## src/rtl/core/cpmm_pkg.sv

```systemverilog
// ============================================================================
// cpmm_pkg: shared types, codes and slope functions of the peak/minimum marker
// Holds the item structs of both channels, the register map, the mark codes
// and the two combinational helpers for the slope flip-flop and the
// end-of-bunch marking.
// ============================================================================
package cpmm_pkg;

    // Field widths
    localparam int CHARGE_BITS    = 10;
    localparam int TIME_BITS      = 10;
    localparam int SMOOTH_BITS    = CHARGE_BITS + 2;
    localparam int MODE_BITS      = 2;
    localparam int STEP_BITS      = 10;
    localparam int MARGIN_BITS    = 12;
    localparam int LOOKBACK_BITS  = 2;
    localparam int CMP_BITS       = ((SMOOTH_BITS > MARGIN_BITS) ? SMOOTH_BITS : MARGIN_BITS) + 1;
    localparam int CFG_INDEX_BITS = 3;
    localparam int CFG_DATA_BITS  = 12;

    // Sample window and counters
    localparam int WIN_DEPTH  = 6;
    localparam int HELD_BITS  = 3;
    localparam int COUNT_BITS = 3;
    localparam int COUNT_MAX  = 7;

    // Queue depths
    localparam int FE_QUEUE_DEPTH  = 4;
    localparam int OUT_QUEUE_DEPTH = 2;

    // Smoothing modes (the fourth code behaves as the half-neighbor mode)
    localparam logic [MODE_BITS-1:0] SMOOTH_NONE = 2'd0;
    localparam logic [MODE_BITS-1:0] SMOOTH_SUM  = 2'd1;
    localparam logic [MODE_BITS-1:0] SMOOTH_HALF = 2'd2;

    typedef logic [CHARGE_BITS-1:0] charge_t;
    typedef logic [TIME_BITS-1:0]   tbin_t;
    typedef logic [SMOOTH_BITS-1:0] smooth_t;

    typedef enum logic
    {
        CMD_SAMPLE  = 1'b0,
        CMD_TRAILER = 1'b1
    } command_t;

    typedef enum logic
    {
        KIND_SAMPLE  = 1'b0,
        KIND_TRAILER = 1'b1
    } kind_t;

    typedef enum logic [1:0]
    {
        MARK_NONE = 2'd0,
        MARK_PEAK = 2'd1,
        MARK_MIN  = 2'd2
    } mark_t;

    typedef enum logic [CFG_INDEX_BITS-1:0]
    {
        REG_SMOOTHING_MODE = 3'd0,
        REG_STEP_THRESHOLD = 3'd1,
        REG_FLUCT_MARGIN   = 3'd2,
        REG_PEAK_SUPP      = 3'd3,
        REG_MIN_SUPP       = 3'd4,
        REG_LOOKBACK       = 3'd5
    } reg_index_t;

    typedef enum logic [1:0]
    {
        BK_RUN,
        BK_LAST,
        BK_END,
        BK_FLUSH
    } back_state_t;

    // Channel payloads
    typedef struct packed
    {
        command_t command;
        charge_t  charge;
        tbin_t    sample_time;
        logic     last_in_bunch;
    } in_item_t;

    typedef struct packed
    {
        kind_t   item_kind;
        charge_t out_charge;
        tbin_t   out_time;
        mark_t   mark;
        logic    last_of_run;
    } out_item_t;

    // Configuration registers
    typedef struct packed
    {
        logic [MODE_BITS-1:0]     smoothing_mode;
        logic [STEP_BITS-1:0]     step_threshold;
        logic [MARGIN_BITS-1:0]   fluctuation_margin;
        logic [MARGIN_BITS-1:0]   peak_suppression;
        logic [MARGIN_BITS-1:0]   minimum_suppression;
        logic [LOOKBACK_BITS-1:0] neighbor_lookback;
    } cfg_t;

    // Classified item from the front part, smoothing already done
    typedef struct packed
    {
        command_t              command;
        charge_t               charge;
        tbin_t                 sample_time;
        logic                  last_in_bunch;
        logic [COUNT_BITS-1:0] count;
        smooth_t               q_middle;
        smooth_t               q_last;
    } fe_item_t;

    // Slope flip-flop state
    typedef struct packed
    {
        logic            falling;
        smooth_t [3:0]   hist;
        smooth_t         peak;
        smooth_t         minimum;
        charge_t         prev_raw;
    } slope_t;

    typedef struct packed
    {
        slope_t                slope;
        logic                  mark_en;
        logic [HELD_BITS-1:0]  mark_off;
        mark_t                 mark_val;
    } step_res_t;

    typedef struct packed
    {
        mark_t      first_mark;
        logic       back_en;
        logic [1:0] back_age;
    } end_res_t;

    // One step of the slope flip-flop. mark_off is the distance back from
    // the stepped sample of the sample that takes the mark.
    function automatic step_res_t slope_step(
        cfg_t                  c,
        slope_t                s,
        logic [COUNT_BITS-1:0] idx,
        smooth_t               q,
        charge_t               qu
    );
        step_res_t           r;
        logic                turn;
        logic [CMP_BITS-1:0] qx;
        logic [CMP_BITS-1:0] qux;
        logic [CMP_BITS-1:0] prx;
        logic [CMP_BITS-1:0] stx;
        logic [CMP_BITS-1:0] fmx;
        logic [CMP_BITS-1:0] psx;
        logic [CMP_BITS-1:0] msx;
        logic [CMP_BITS-1:0] h0x;
        logic [CMP_BITS-1:0] pkx;
        logic [CMP_BITS-1:0] mnx;
        qx  = CMP_BITS'(q);
        qux = CMP_BITS'(qu);
        prx = CMP_BITS'(s.prev_raw);
        stx = CMP_BITS'(c.step_threshold);
        fmx = CMP_BITS'(c.fluctuation_margin);
        psx = CMP_BITS'(c.peak_suppression);
        msx = CMP_BITS'(c.minimum_suppression);
        h0x = CMP_BITS'(s.hist[0]);
        pkx = CMP_BITS'(s.peak);
        mnx = CMP_BITS'(s.minimum);
        r          = '0;
        r.slope    = s;
        r.mark_val = MARK_NONE;
        if (!s.falling)
        begin
            turn = ((c.step_threshold != '0) && (qux + stx <= prx)) ||
                   ((c.peak_suppression != '0) ? (qx + psx < pkx) : (qx + fmx < h0x));
            if (turn)
            begin
                r.slope.falling = 1'b1;
                r.slope.minimum = q;
                r.mark_val      = MARK_PEAK;
                r.mark_en       = 1'b1;
                if (c.neighbor_lookback >= 2'd3 && idx > 3'd3 && s.hist[3] > s.hist[2] &&
                    s.hist[3] > s.hist[1] && s.hist[3] > s.hist[0])
                    r.mark_off = 3'd4;
                else if (c.neighbor_lookback >= 2'd2 && idx > 3'd2 &&
                         s.hist[2] > s.hist[1] && s.hist[2] > s.hist[0])
                    r.mark_off = 3'd3;
                else if (c.neighbor_lookback >= 2'd1 && idx > 3'd1 && s.hist[1] > s.hist[0])
                    r.mark_off = 3'd2;
                else if (idx > 3'd0)
                    r.mark_off = 3'd1;
                else
                    r.mark_en = 1'b0;
                r.slope.hist = {4{s.peak}};
            end
            if (q > s.peak)
                r.slope.peak = q;
        end
        else
        begin
            turn = ((c.step_threshold != '0) && (qux >= prx + stx)) ||
                   ((c.minimum_suppression != '0) ? (qx > mnx + msx) : (qx > h0x + fmx));
            if (turn)
            begin
                r.slope.falling = 1'b0;
                r.slope.peak    = q;
                r.mark_val      = MARK_MIN;
                r.mark_en       = 1'b1;
                if (c.neighbor_lookback >= 2'd3 && idx > 3'd3 && s.hist[3] < s.hist[2] &&
                    s.hist[3] < s.hist[1] && s.hist[3] < s.hist[0])
                    r.mark_off = 3'd4;
                else if (c.neighbor_lookback >= 2'd2 && idx > 3'd2 &&
                         s.hist[2] < s.hist[1] && s.hist[2] < s.hist[0])
                    r.mark_off = 3'd3;
                else if (c.neighbor_lookback >= 2'd1 && idx > 3'd1 && s.hist[1] < s.hist[0])
                    r.mark_off = 3'd2;
                else if (idx > 3'd0)
                    r.mark_off = 3'd1;
                else
                    r.mark_en = 1'b0;
                r.slope.hist = {4{s.minimum}};
            end
            if (q < s.minimum)
                r.slope.minimum = q;
        end
        r.slope.hist     = {r.slope.hist[2:0], q};
        r.slope.prev_raw = qu;
        return r;
    endfunction

    // End-of-bunch marks: the newest sample always gets first_mark, and a
    // rising bunch may put its peak up to three samples back.
    function automatic end_res_t end_marks(
        cfg_t                  c,
        slope_t                s,
        logic [COUNT_BITS-1:0] n
    );
        end_res_t r;
        r.first_mark = MARK_MIN;
        r.back_en    = 1'b0;
        r.back_age   = 2'd0;
        if (!s.falling)
        begin
            if (c.neighbor_lookback >= 2'd3 && n > 3'd3 && s.hist[3] > s.hist[2] &&
                s.hist[3] > s.hist[1] && s.hist[3] > s.hist[0])
            begin
                r.back_en  = 1'b1;
                r.back_age = 2'd3;
            end
            else if (c.neighbor_lookback >= 2'd2 && n > 3'd2 &&
                     s.hist[2] > s.hist[1] && s.hist[2] > s.hist[0])
            begin
                r.back_en  = 1'b1;
                r.back_age = 2'd2;
            end
            else if (c.neighbor_lookback >= 2'd1 && n > 3'd1 && s.hist[1] > s.hist[0])
            begin
                r.back_en  = 1'b1;
                r.back_age = 2'd1;
            end
            else
                r.first_mark = MARK_PEAK;
        end
        return r;
    endfunction

endpackage

```

## src/rtl/core/cpmm_queue.sv

```systemverilog
// ============================================================================
// cpmm_queue: small register FIFO
// Circular buffer of DEPTH items with registered fill count; full and empty
// come straight from the count register.
// ============================================================================
module cpmm_queue #(
    parameter type ITEM_T = logic,
    parameter int  DEPTH  = 4
) (
    input  logic  clk,
    input  logic  rst_n,
    input  logic  push,
    input  ITEM_T wdata,
    output logic  full,
    input  logic  pop,
    output ITEM_T rdata,
    output logic  empty
);

    localparam int PTR_BITS = $clog2(DEPTH);
    localparam int CNT_BITS = $clog2(DEPTH + 1);

    ITEM_T               mem_reg [DEPTH];
    logic [PTR_BITS-1:0] wr_ptr_reg, wr_ptr_next;
    logic [PTR_BITS-1:0] rd_ptr_reg, rd_ptr_next;
    logic [CNT_BITS-1:0] count_reg, count_next;
    logic                do_push;
    logic                do_pop;

    assign full    = (count_reg == CNT_BITS'(DEPTH));
    assign empty   = (count_reg == '0);
    assign do_push = push && !full;
    assign do_pop  = pop && !empty;
    assign rdata   = mem_reg[rd_ptr_reg];

    // Pointer and count update
    always_comb
    begin
        wr_ptr_next = wr_ptr_reg;
        rd_ptr_next = rd_ptr_reg;
        count_next  = count_reg;
        if (do_push)
            wr_ptr_next = (wr_ptr_reg == PTR_BITS'(DEPTH - 1)) ? '0 : wr_ptr_reg + 1'b1;
        if (do_pop)
            rd_ptr_next = (rd_ptr_reg == PTR_BITS'(DEPTH - 1)) ? '0 : rd_ptr_reg + 1'b1;
        if (do_push && !do_pop)
            count_next = count_reg + 1'b1;
        else if (do_pop && !do_push)
            count_next = count_reg - 1'b1;
    end

    always_ff @(posedge clk or negedge rst_n)
    begin
        if (!rst_n)
        begin
            wr_ptr_reg <= '0;
            rd_ptr_reg <= '0;
            count_reg  <= '0;
        end
        else
        begin
            wr_ptr_reg <= wr_ptr_next;
            rd_ptr_reg <= rd_ptr_next;
            count_reg  <= count_next;
        end
    end

    // Storage, no reset
    always_ff @(posedge clk)
    begin
        if (do_push)
            mem_reg[wr_ptr_reg] <= wdata;
    end

endmodule

```

## src/rtl/core/cpmm_front.sv

```systemverilog
// ============================================================================
// cpmm_front: input stage of the peak/minimum marker
// Takes each transfer, separates trailers from samples, counts the samples
// of the bunch and forms the smoothed charges of the middle and last sample.
// ============================================================================
module cpmm_front (
    input  logic                clk,
    input  logic                rst_n,
    input  cpmm_pkg::cfg_t      cfg,
    input  logic                push,
    input  cpmm_pkg::in_item_t  sample,
    input  logic                q_full,
    output logic                q_push,
    output cpmm_pkg::fe_item_t  q_item
);

    import cpmm_pkg::*;

    logic [COUNT_BITS-1:0] count_reg, count_next;
    logic [COUNT_BITS-1:0] count_inc;
    charge_t               prev1_reg, prev1_next;
    charge_t               prev2_reg, prev2_next;
    logic                  accept;
    smooth_t               a_x, b_x, c_x;
    smooth_t               sum_bc, sum_ac, sum_abc;
    smooth_t               q_middle, q_last;

    assign accept    = push && !q_full;
    assign q_push    = accept;
    assign count_inc = (count_reg == COUNT_BITS'(COUNT_MAX)) ? count_reg : count_reg + 1'b1;

    // Three-sample window: a two back, b previous, c current
    assign a_x     = SMOOTH_BITS'(prev2_reg);
    assign b_x     = SMOOTH_BITS'(prev1_reg);
    assign c_x     = SMOOTH_BITS'(sample.charge);
    assign sum_bc  = b_x + c_x;
    assign sum_ac  = a_x + c_x;
    assign sum_abc = sum_ac + b_x;

    // Smoothed charge of the previous sample, now that its successor is here
    always_comb
    begin
        priority if (cfg.smoothing_mode == SMOOTH_NONE)
            q_middle = b_x;
        else if (count_inc == COUNT_BITS'(2))
            q_middle = (cfg.smoothing_mode == SMOOTH_SUM) ? sum_bc + (sum_bc >> 1) : sum_bc;
        else
            q_middle = (cfg.smoothing_mode == SMOOTH_SUM) ? sum_abc : (sum_ac >> 1) + b_x;
    end

    // Smoothed charge of the current sample if it closes the bunch
    always_comb
    begin
        priority if (cfg.smoothing_mode == SMOOTH_NONE)
            q_last = c_x;
        else if (count_inc == COUNT_BITS'(1))
            q_last = (cfg.smoothing_mode == SMOOTH_SUM) ? (c_x << 1) + c_x : c_x << 1;
        else
            q_last = (cfg.smoothing_mode == SMOOTH_SUM) ? sum_bc + (sum_bc >> 1) : sum_bc;
    end

    always_comb
    begin
        q_item.command       = sample.command;
        q_item.charge        = sample.charge;
        q_item.sample_time   = sample.sample_time;
        q_item.last_in_bunch = sample.last_in_bunch;
        q_item.count         = count_inc;
        q_item.q_middle      = q_middle;
        q_item.q_last        = q_last;
    end

    // Bunch tracking; trailers leave it alone
    always_comb
    begin
        count_next = count_reg;
        prev1_next = prev1_reg;
        prev2_next = prev2_reg;
        if (accept && sample.command == CMD_SAMPLE)
        begin
            prev1_next = sample.charge;
            prev2_next = prev1_reg;
            count_next = sample.last_in_bunch ? '0 : count_inc;
        end
    end

    always_ff @(posedge clk or negedge rst_n)
    begin
        if (!rst_n)
        begin
            count_reg <= '0;
            prev1_reg <= '0;
            prev2_reg <= '0;
        end
        else
        begin
            count_reg <= count_next;
            prev1_reg <= prev1_next;
            prev2_reg <= prev2_next;
        end
    end

endmodule

```

## src/rtl/core/cpmm_back.sv

```systemverilog
// ============================================================================
// cpmm_back: marking stage of the peak/minimum marker
// Holds the six-sample window and the slope flip-flop, marks turns, releases
// the oldest sample once the window is full and drains the window at the
// end of a bunch.
// ============================================================================
module cpmm_back (
    input  logic                clk,
    input  logic                rst_n,
    input  cpmm_pkg::cfg_t      cfg,
    input  cpmm_pkg::fe_item_t  q_item,
    input  logic                q_empty,
    output logic                q_pop,
    input  logic                o_full,
    output logic                o_push,
    output cpmm_pkg::out_item_t o_item
);

    import cpmm_pkg::*;

    charge_t               win_charge_reg [WIN_DEPTH];
    charge_t               win_charge_next [WIN_DEPTH];
    tbin_t                 win_time_reg [WIN_DEPTH];
    tbin_t                 win_time_next [WIN_DEPTH];
    mark_t                 win_mark_reg [WIN_DEPTH];
    mark_t                 win_mark_next [WIN_DEPTH];
    logic [HELD_BITS-1:0]  held_reg, held_next;
    logic [HELD_BITS-1:0]  held_clip, held_shift, oldest;
    slope_t                slope_reg, slope_next;
    back_state_t           state_reg, state_next;
    logic [COUNT_BITS-1:0] tail_count_reg, tail_count_next;
    smooth_t               tail_q_reg, tail_q_next;
    step_res_t             mid_step, tail_step;
    end_res_t              end_res;

    // Step on the middle sample (base age 1) and on the closing sample (base 0)
    assign mid_step  = slope_step(cfg, slope_reg, q_item.count - COUNT_BITS'(2),
                                  q_item.q_middle, win_charge_reg[0]);
    assign tail_step = slope_step(cfg, slope_reg, tail_count_reg - COUNT_BITS'(1),
                                  tail_q_reg, win_charge_reg[0]);
    assign end_res   = end_marks(cfg, slope_reg, tail_count_reg);

    assign held_clip  = (held_reg > HELD_BITS'(WIN_DEPTH - 1)) ? HELD_BITS'(WIN_DEPTH - 1)
                                                               : held_reg;
    assign held_shift = held_clip + 1'b1;
    assign oldest     = held_reg - 1'b1;

    // Next state and outputs
    always_comb
    begin
        state_next      = state_reg;
        held_next       = held_reg;
        slope_next      = slope_reg;
        tail_count_next = tail_count_reg;
        tail_q_next     = tail_q_reg;
        win_charge_next = win_charge_reg;
        win_time_next   = win_time_reg;
        win_mark_next   = win_mark_reg;
        q_pop           = 1'b0;
        o_push          = 1'b0;
        o_item          = '0;
        unique case (state_reg)
            BK_RUN:
            begin
                if (!q_empty && !o_full)
                begin
                    q_pop = 1'b1;
                    if (q_item.command == CMD_TRAILER)
                    begin
                        // trailer goes straight through
                        o_push             = 1'b1;
                        o_item.item_kind   = KIND_TRAILER;
                        o_item.out_charge  = q_item.charge;
                        o_item.out_time    = q_item.sample_time;
                        o_item.mark        = MARK_NONE;
                        o_item.last_of_run = 1'b0;
                    end
                    else
                    begin
                        // shift the window, newest at age 0
                        for (int a = WIN_DEPTH - 1; a > 0; a--)
                        begin
                            win_charge_next[a] = win_charge_reg[a-1];
                            win_time_next[a]   = win_time_reg[a-1];
                            win_mark_next[a]   = win_mark_reg[a-1];
                        end
                        win_charge_next[0] = q_item.charge;
                        win_time_next[0]   = q_item.sample_time;
                        win_mark_next[0]   = MARK_NONE;
                        held_next          = held_shift;
                        if (q_item.count >= COUNT_BITS'(2))
                        begin
                            slope_next = mid_step.slope;
                            for (int a = 2; a < WIN_DEPTH; a++)
                            begin
                                if (mid_step.mark_en &&
                                    HELD_BITS'(a) == HELD_BITS'(1) + mid_step.mark_off &&
                                    HELD_BITS'(a) < held_shift)
                                    win_mark_next[a] = mid_step.mark_val;
                            end
                        end
                        if (q_item.last_in_bunch)
                        begin
                            tail_count_next = q_item.count;
                            tail_q_next     = q_item.q_last;
                            state_next      = BK_LAST;
                        end
                        else if (held_shift == HELD_BITS'(WIN_DEPTH))
                        begin
                            // window full: release the oldest sample
                            o_push             = 1'b1;
                            o_item.item_kind   = KIND_SAMPLE;
                            o_item.out_charge  = win_charge_next[WIN_DEPTH-1];
                            o_item.out_time    = win_time_next[WIN_DEPTH-1];
                            o_item.mark        = win_mark_next[WIN_DEPTH-1];
                            o_item.last_of_run = 1'b0;
                            held_next          = HELD_BITS'(WIN_DEPTH - 1);
                        end
                    end
                end
            end
            BK_LAST:
            begin
                // step on the closing sample itself
                slope_next = tail_step.slope;
                for (int a = 1; a < WIN_DEPTH - 1; a++)
                begin
                    if (tail_step.mark_en && HELD_BITS'(a) == tail_step.mark_off &&
                        HELD_BITS'(a) < held_reg)
                        win_mark_next[a] = tail_step.mark_val;
                end
                state_next = BK_END;
            end
            BK_END:
            begin
                win_mark_next[0] = end_res.first_mark;
                for (int a = 1; a < 4; a++)
                begin
                    if (end_res.back_en && 2'(a) == end_res.back_age &&
                        HELD_BITS'(a) < held_reg)
                        win_mark_next[a] = MARK_PEAK;
                end
                state_next = BK_FLUSH;
            end
            BK_FLUSH:
            begin
                // drain oldest first, one transfer per cycle while the result queue has room
                if (!o_full)
                begin
                    o_push             = 1'b1;
                    o_item.item_kind   = KIND_SAMPLE;
                    o_item.out_charge  = win_charge_reg[oldest];
                    o_item.out_time    = win_time_reg[oldest];
                    o_item.mark        = win_mark_reg[oldest];
                    o_item.last_of_run = (held_reg == HELD_BITS'(1));
                    held_next          = oldest;
                    if (held_reg == HELD_BITS'(1))
                    begin
                        slope_next = '0;
                        state_next = BK_RUN;
                    end
                end
            end
            default:
            begin
                state_next = BK_RUN;
            end
        endcase
    end

    // Control state
    always_ff @(posedge clk or negedge rst_n)
    begin
        if (!rst_n)
        begin
            state_reg      <= BK_RUN;
            held_reg       <= '0;
            slope_reg      <= '0;
            tail_count_reg <= '0;
        end
        else
        begin
            state_reg      <= state_next;
            held_reg       <= held_next;
            slope_reg      <= slope_next;
            tail_count_reg <= tail_count_next;
        end
    end

    // Window payload and closing charge
    always_ff @(posedge clk)
    begin
        win_charge_reg <= win_charge_next;
        win_time_reg   <= win_time_next;
        win_mark_reg   <= win_mark_next;
        tail_q_reg     <= tail_q_next;
    end

endmodule

```

## src/rtl/core/charge_peak_minimum_marker.sv

```systemverilog
// ============================================================================
// charge_peak_minimum_marker: peak and minimum marking of charge samples
// Front stage smooths and classifies, a queue decouples it from the marking
// stage, and a two-entry result queue feeds the output side.
// ============================================================================
// A trailer, or the sample released by a full window, passes the input and result queues
// before it is shown; a closing sample passes the input queue, BK_LAST, BK_END, BK_FLUSH and
// the result queue before its first drained result is shown. Throughput: one item per cycle
// while the input queue has room; it absorbs the drain of up to six held samples at bunch end.
// Reset: asynchronous, active low; clears control registers, queue counts and bunch state.
module charge_peak_minimum_marker #(
    parameter int QUEUE_DEPTH = cpmm_pkg::FE_QUEUE_DEPTH
) (
    input  logic                                  clk,
    input  logic                                  rst_n,
    input  logic                                  cfg_we,
    input  logic [cpmm_pkg::CFG_INDEX_BITS-1:0]   cfg_index,
    input  logic [cpmm_pkg::CFG_DATA_BITS-1:0]    cfg_data,
    input  logic                                  push,
    output logic                                  full,
    input  cpmm_pkg::in_item_t                    sample,
    output logic                                  empty,
    input  logic                                  pop,
    output cpmm_pkg::out_item_t                   result
);

    import cpmm_pkg::*;

    cfg_t      cfg_reg, cfg_next;
    logic      fe_push;
    fe_item_t  fe_wdata;
    logic      fe_pop;
    fe_item_t  fe_rdata;
    logic      fe_empty;
    logic      o_push;
    out_item_t o_item;
    logic      o_full;

    // Configuration register writes
    always_comb
    begin
        cfg_next = cfg_reg;
        if (cfg_we)
        begin
            unique case (cfg_index)
                REG_SMOOTHING_MODE: cfg_next.smoothing_mode      = cfg_data[MODE_BITS-1:0];
                REG_STEP_THRESHOLD: cfg_next.step_threshold      = cfg_data[STEP_BITS-1:0];
                REG_FLUCT_MARGIN:   cfg_next.fluctuation_margin  = cfg_data[MARGIN_BITS-1:0];
                REG_PEAK_SUPP:      cfg_next.peak_suppression    = cfg_data[MARGIN_BITS-1:0];
                REG_MIN_SUPP:       cfg_next.minimum_suppression = cfg_data[MARGIN_BITS-1:0];
                REG_LOOKBACK:       cfg_next.neighbor_lookback   = cfg_data[LOOKBACK_BITS-1:0];
                default:            cfg_next = cfg_reg;
            endcase
        end
    end

    always_ff @(posedge clk or negedge rst_n)
    begin
        if (!rst_n)
            cfg_reg <= '0;
        else
            cfg_reg <= cfg_next;
    end

    // Front stage
    cpmm_front u_front (
        .clk    (clk),
        .rst_n  (rst_n),
        .cfg    (cfg_reg),
        .push   (push),
        .sample (sample),
        .q_full (full),
        .q_push (fe_push),
        .q_item (fe_wdata)
    );

    // Queue between front and marking stage
    cpmm_queue #(
        .ITEM_T (fe_item_t),
        .DEPTH  (QUEUE_DEPTH)
    ) u_fe_queue (
        .clk   (clk),
        .rst_n (rst_n),
        .push  (fe_push),
        .wdata (fe_wdata),
        .full  (full),
        .pop   (fe_pop),
        .rdata (fe_rdata),
        .empty (fe_empty)
    );

    // Marking stage
    cpmm_back u_back (
        .clk     (clk),
        .rst_n   (rst_n),
        .cfg     (cfg_reg),
        .q_item  (fe_rdata),
        .q_empty (fe_empty),
        .q_pop   (fe_pop),
        .o_full  (o_full),
        .o_push  (o_push),
        .o_item  (o_item)
    );

    // Result queue
    cpmm_queue #(
        .ITEM_T (out_item_t),
        .DEPTH  (OUT_QUEUE_DEPTH)
    ) u_out_queue (
        .clk   (clk),
        .rst_n (rst_n),
        .push  (o_push),
        .wdata (o_item),
        .full  (o_full),
        .pop   (pop),
        .rdata (result),
        .empty (empty)
    );

endmodule

```

## config.mk

```make
export PLATFORM = sky130hd
export DESIGN_NAME = charge_peak_minimum_marker
export DESIGN_NICKNAME = d
export VERILOG_FILES = /design/src/rtl/core/cpmm_pkg.sv /design/src/rtl/core/cpmm_queue.sv /design/src/rtl/core/cpmm_front.sv /design/src/rtl/core/cpmm_back.sv /design/src/rtl/core/charge_peak_minimum_marker.sv
export SDC_FILE = /design/constraint.sdc
export NUM_CORES = 1
export LEC_CHECK = 0
export ABC_AREA = 1
export BUFFER_PORTS_ARGS = -buffer_cell sky130_fd_sc_hd__buf_2
export CORE_ASPECT_RATIO = 0.5
export CORE_MARGIN = 5
export CORE_UTILIZATION = 45
export CTS_BUF_LIST = sky130_fd_sc_hd__clkbuf_8
export DETAILED_ROUTE_END_ITERATION = 10
export SYNTH_ARGS = -nofsm -noshare
export SYNTH_HDL_FRONTEND = slang
export SYNTH_SLANG_ARGS = --single-unit
```

## constraint.sdc

```tcl
create_clock -name clk -period 13.4 [get_ports clk]
set_input_delay 2.68 -clock clk [delete_from_list [all_inputs] [get_ports clk]]
set_output_delay 2.68 -clock clk [all_outputs]
set_load 0.005 [all_outputs]
```

==> flow_summary.yaml <==
timing:
  relSlewSlack_pct: 24.3
  setup_viol: 0
  hold_violations: 0
  rsz0062_at_grt: "false"
  period_share_pct: 46.5
  skew_ps: 74.3
  setup_tns_ps: 0
  finalCriticalPeriod_ps: 6230
  slew_viol_final: 0
  fin_ws_ps: 7170
  fmax_ghz: 0.160
  worst_pin_slew_ps: 1140
floorplanning:
  ios: 68
  row_count: 74
  die_w_um: 419
  die_h_um: 214
  initial_core_util_pct: 45.7
  fp.coreArea_um2: 82200
  dieArea_um2: 89700
route:
  routed_via_density: 5.67
  drc_errors: 0
  routed_wl_mm: 114
  wl_per_cell_um: 20.3
  first_pass_iters: 5
  ant_nets: 0
  num_vias: 31700
  drtIter0Drc: 3100
cts:
  cts_sinks: 563
  cts_buffer_depth: 3
  cts-root-buf: "clkbuf_8"
  cts_resized: 0
  cts_buffers: 86
  cts_tree: "done"
  post_cts_buffers: 0
  clk_pin_slew_ps: 70
  insertion_delay_ps: 790
  ctsHoldBuffers: 0
  htree_levels: 3
yosys:
  ys_ff_latch: 563
  ys_seq_area_share_pct: 42.7
  synthFlopType: "edfxtp_1"
  ys_warn_count: 0
  yosysMostFrequentCell: "nand2_1"
  yosys.area.top_type: "edfxtp_1"
  synth_area_um2: 37600
  synth_enable_flop_cells: 388
  synth_commonest_cells: "992 x nand2_1, 408 x ha_1, 408 x inv_1"
  syn_avg_cell_area_um2: 8.57
  async_reset_ff_share_pct: 31.1
  syn_inst: 4382
  synth_nets: 4847
  yosysUniqueCellTypes: 70
  synthTopCellsByArea: "edfxtp_1 31%, ha_1 14%, dfrtp_1 12%, nand2_1 9.9%, o21ai_0 4.5%"
  synth_top_cell_area_share_pct: 31.0
worst_hold_path:
  hold_depth: 0
  hp-class: "reg -> reg"
worst_setup_path:
  worst_setup_path_end_kind: "register"
  cp.required_ps: 14000
  critPathLaunchType: "register"
  slowest_delay_ps: 500
  rr_worst_depth: 29
  cp.arrival_ps: 6840
  cpMostUsedCell: "nand3_1"
  crit_fanout: 51
  cp_slowest_cell: "buf_4"
  worstSetupPathType: "reg -> reg"
layout:
  drive_above_1_share_pct: 7.76
  final_nets: 4890
  postLayoutCoreUtil_pct: 49.6
  largest_reg_flops: 196
  syn_to_final_growth_pct: 8.51
global_route:
  grt_max_degree: 88
  grt_pass1_wl_mm: 175
  antenna_found_initial: 0
  grt_usage_pct: 24.9
  grt_pass1_vias: 30200
  grt_overflow: 0
placed_design:
  gp_congestion: 0.941
  io_buffers: 67
  dp_slack_ps: 7130
  hpwl_mm: 81.6
job:
  maxCapViolCount: 0
status:
  status: "finished clean"
## logic make-up after synthesis
kind of cell	Yosys count	share of synthesized area (%)
AOI/OAI and AO/OA	928	14.1
xor gates and xnor gates	110	2.57
adders and majority gates	423	14.4
buffers and inverters	580	6.11
DFF	563	42.7
muxes	3	0.0833
and+or+nand+nor	1775	20.1
## metrics by stage
stage | hold slack, ps | cells | cell area, um2
floorplan | 421 | 4382 | 37600
global placement | 424 | 5439 | 39000
detailed placement | 431 | 5439 | 39000
CTS | 447 | 5597 | 40700
global route | 461 | 5597 | 40700
finish | 444 | 5598 | 40800
## routing by layer
layer  vias up  GRT usage, %  share of wire [%]
met4         0          5.96                2.1
met2      1157          36.7                 42
met1     15200          37.4                 48
met5         -             0                  0
met3       173          5.34                8.3
li1      15200             -                  -
## path summary, 6_finish.rpt
kind	from	end	slack, ps
setup reg to reg	u_fe_queue.rd_ptr_reg[0]	u_back.slope_reg[13]	7170
hold reg to reg	u_back.win_time_reg[47]	u_back.win_time_reg[37]	440
min in group asynchronous	rst_n	u_front.prev1_reg[7]	1940
max in group asynchronous	rst_n	u_back.slope_reg[63]	9320
hold / removal	u_back.win_time_reg[47]	u_back.win_time_reg[37]	440
setup / recovery	u_fe_queue.rd_ptr_reg[0]	u_back.slope_reg[13]	7170
## worst max-delay path: cells and delay by family (launching register included)
kind	cells	cell delay, ps
xor+xnor	1	130
fa+ha+maj	2	400
buf+inv	4	1390
flops	1	380
simple gates	15	2530
compound gates	7	1190
## area by class of cell
class / count / area, um2
Fill cell: 7873 / 41500
Multi-Input combinational cell: 3239 / 19300
Sequential cell: 563 / 16000
Inverter: 425 / 1600
Tap cell: 1102 / 1380
Clock buffer: 96 / 1320
Timing Repair Buffer: 110 / 667
Clock inverter: 62 / 419
Antenna cell: 1 / 2.50
## placed cells by master, fill, tap and decap left out, types with 9 or more instances in the layout
master,instances
a211oi_1,11
a21o_1,11
a21oi_1,286
a22oi_1,19
a31oi_1,17
buf_2,66
buf_4,43
clkbuf_8,97
clkinv_1,14
clkinv_2,12
dfrtp_1,172
edfxtp_1,388
fa_1,15
ha_1,407
inv_1,434
inv_2,10
nand2_1,992
nand2_2,24
nand3_1,189
nand3_2,14
nand4_1,82
nor2_1,373
nor2_2,9
nor3_1,38
o211ai_1,22
o21a_1,13
o21ai_0,335
o21ai_1,45
o21ai_2,15
o21bai_1,17
o22ai_1,75
o32ai_1,26
xnor2_1,37
xor2_1,72
Power is left out: the tool's default activity adds up to more than one toggle a clock period on the data nets, which glitch-free logic cannot reach.
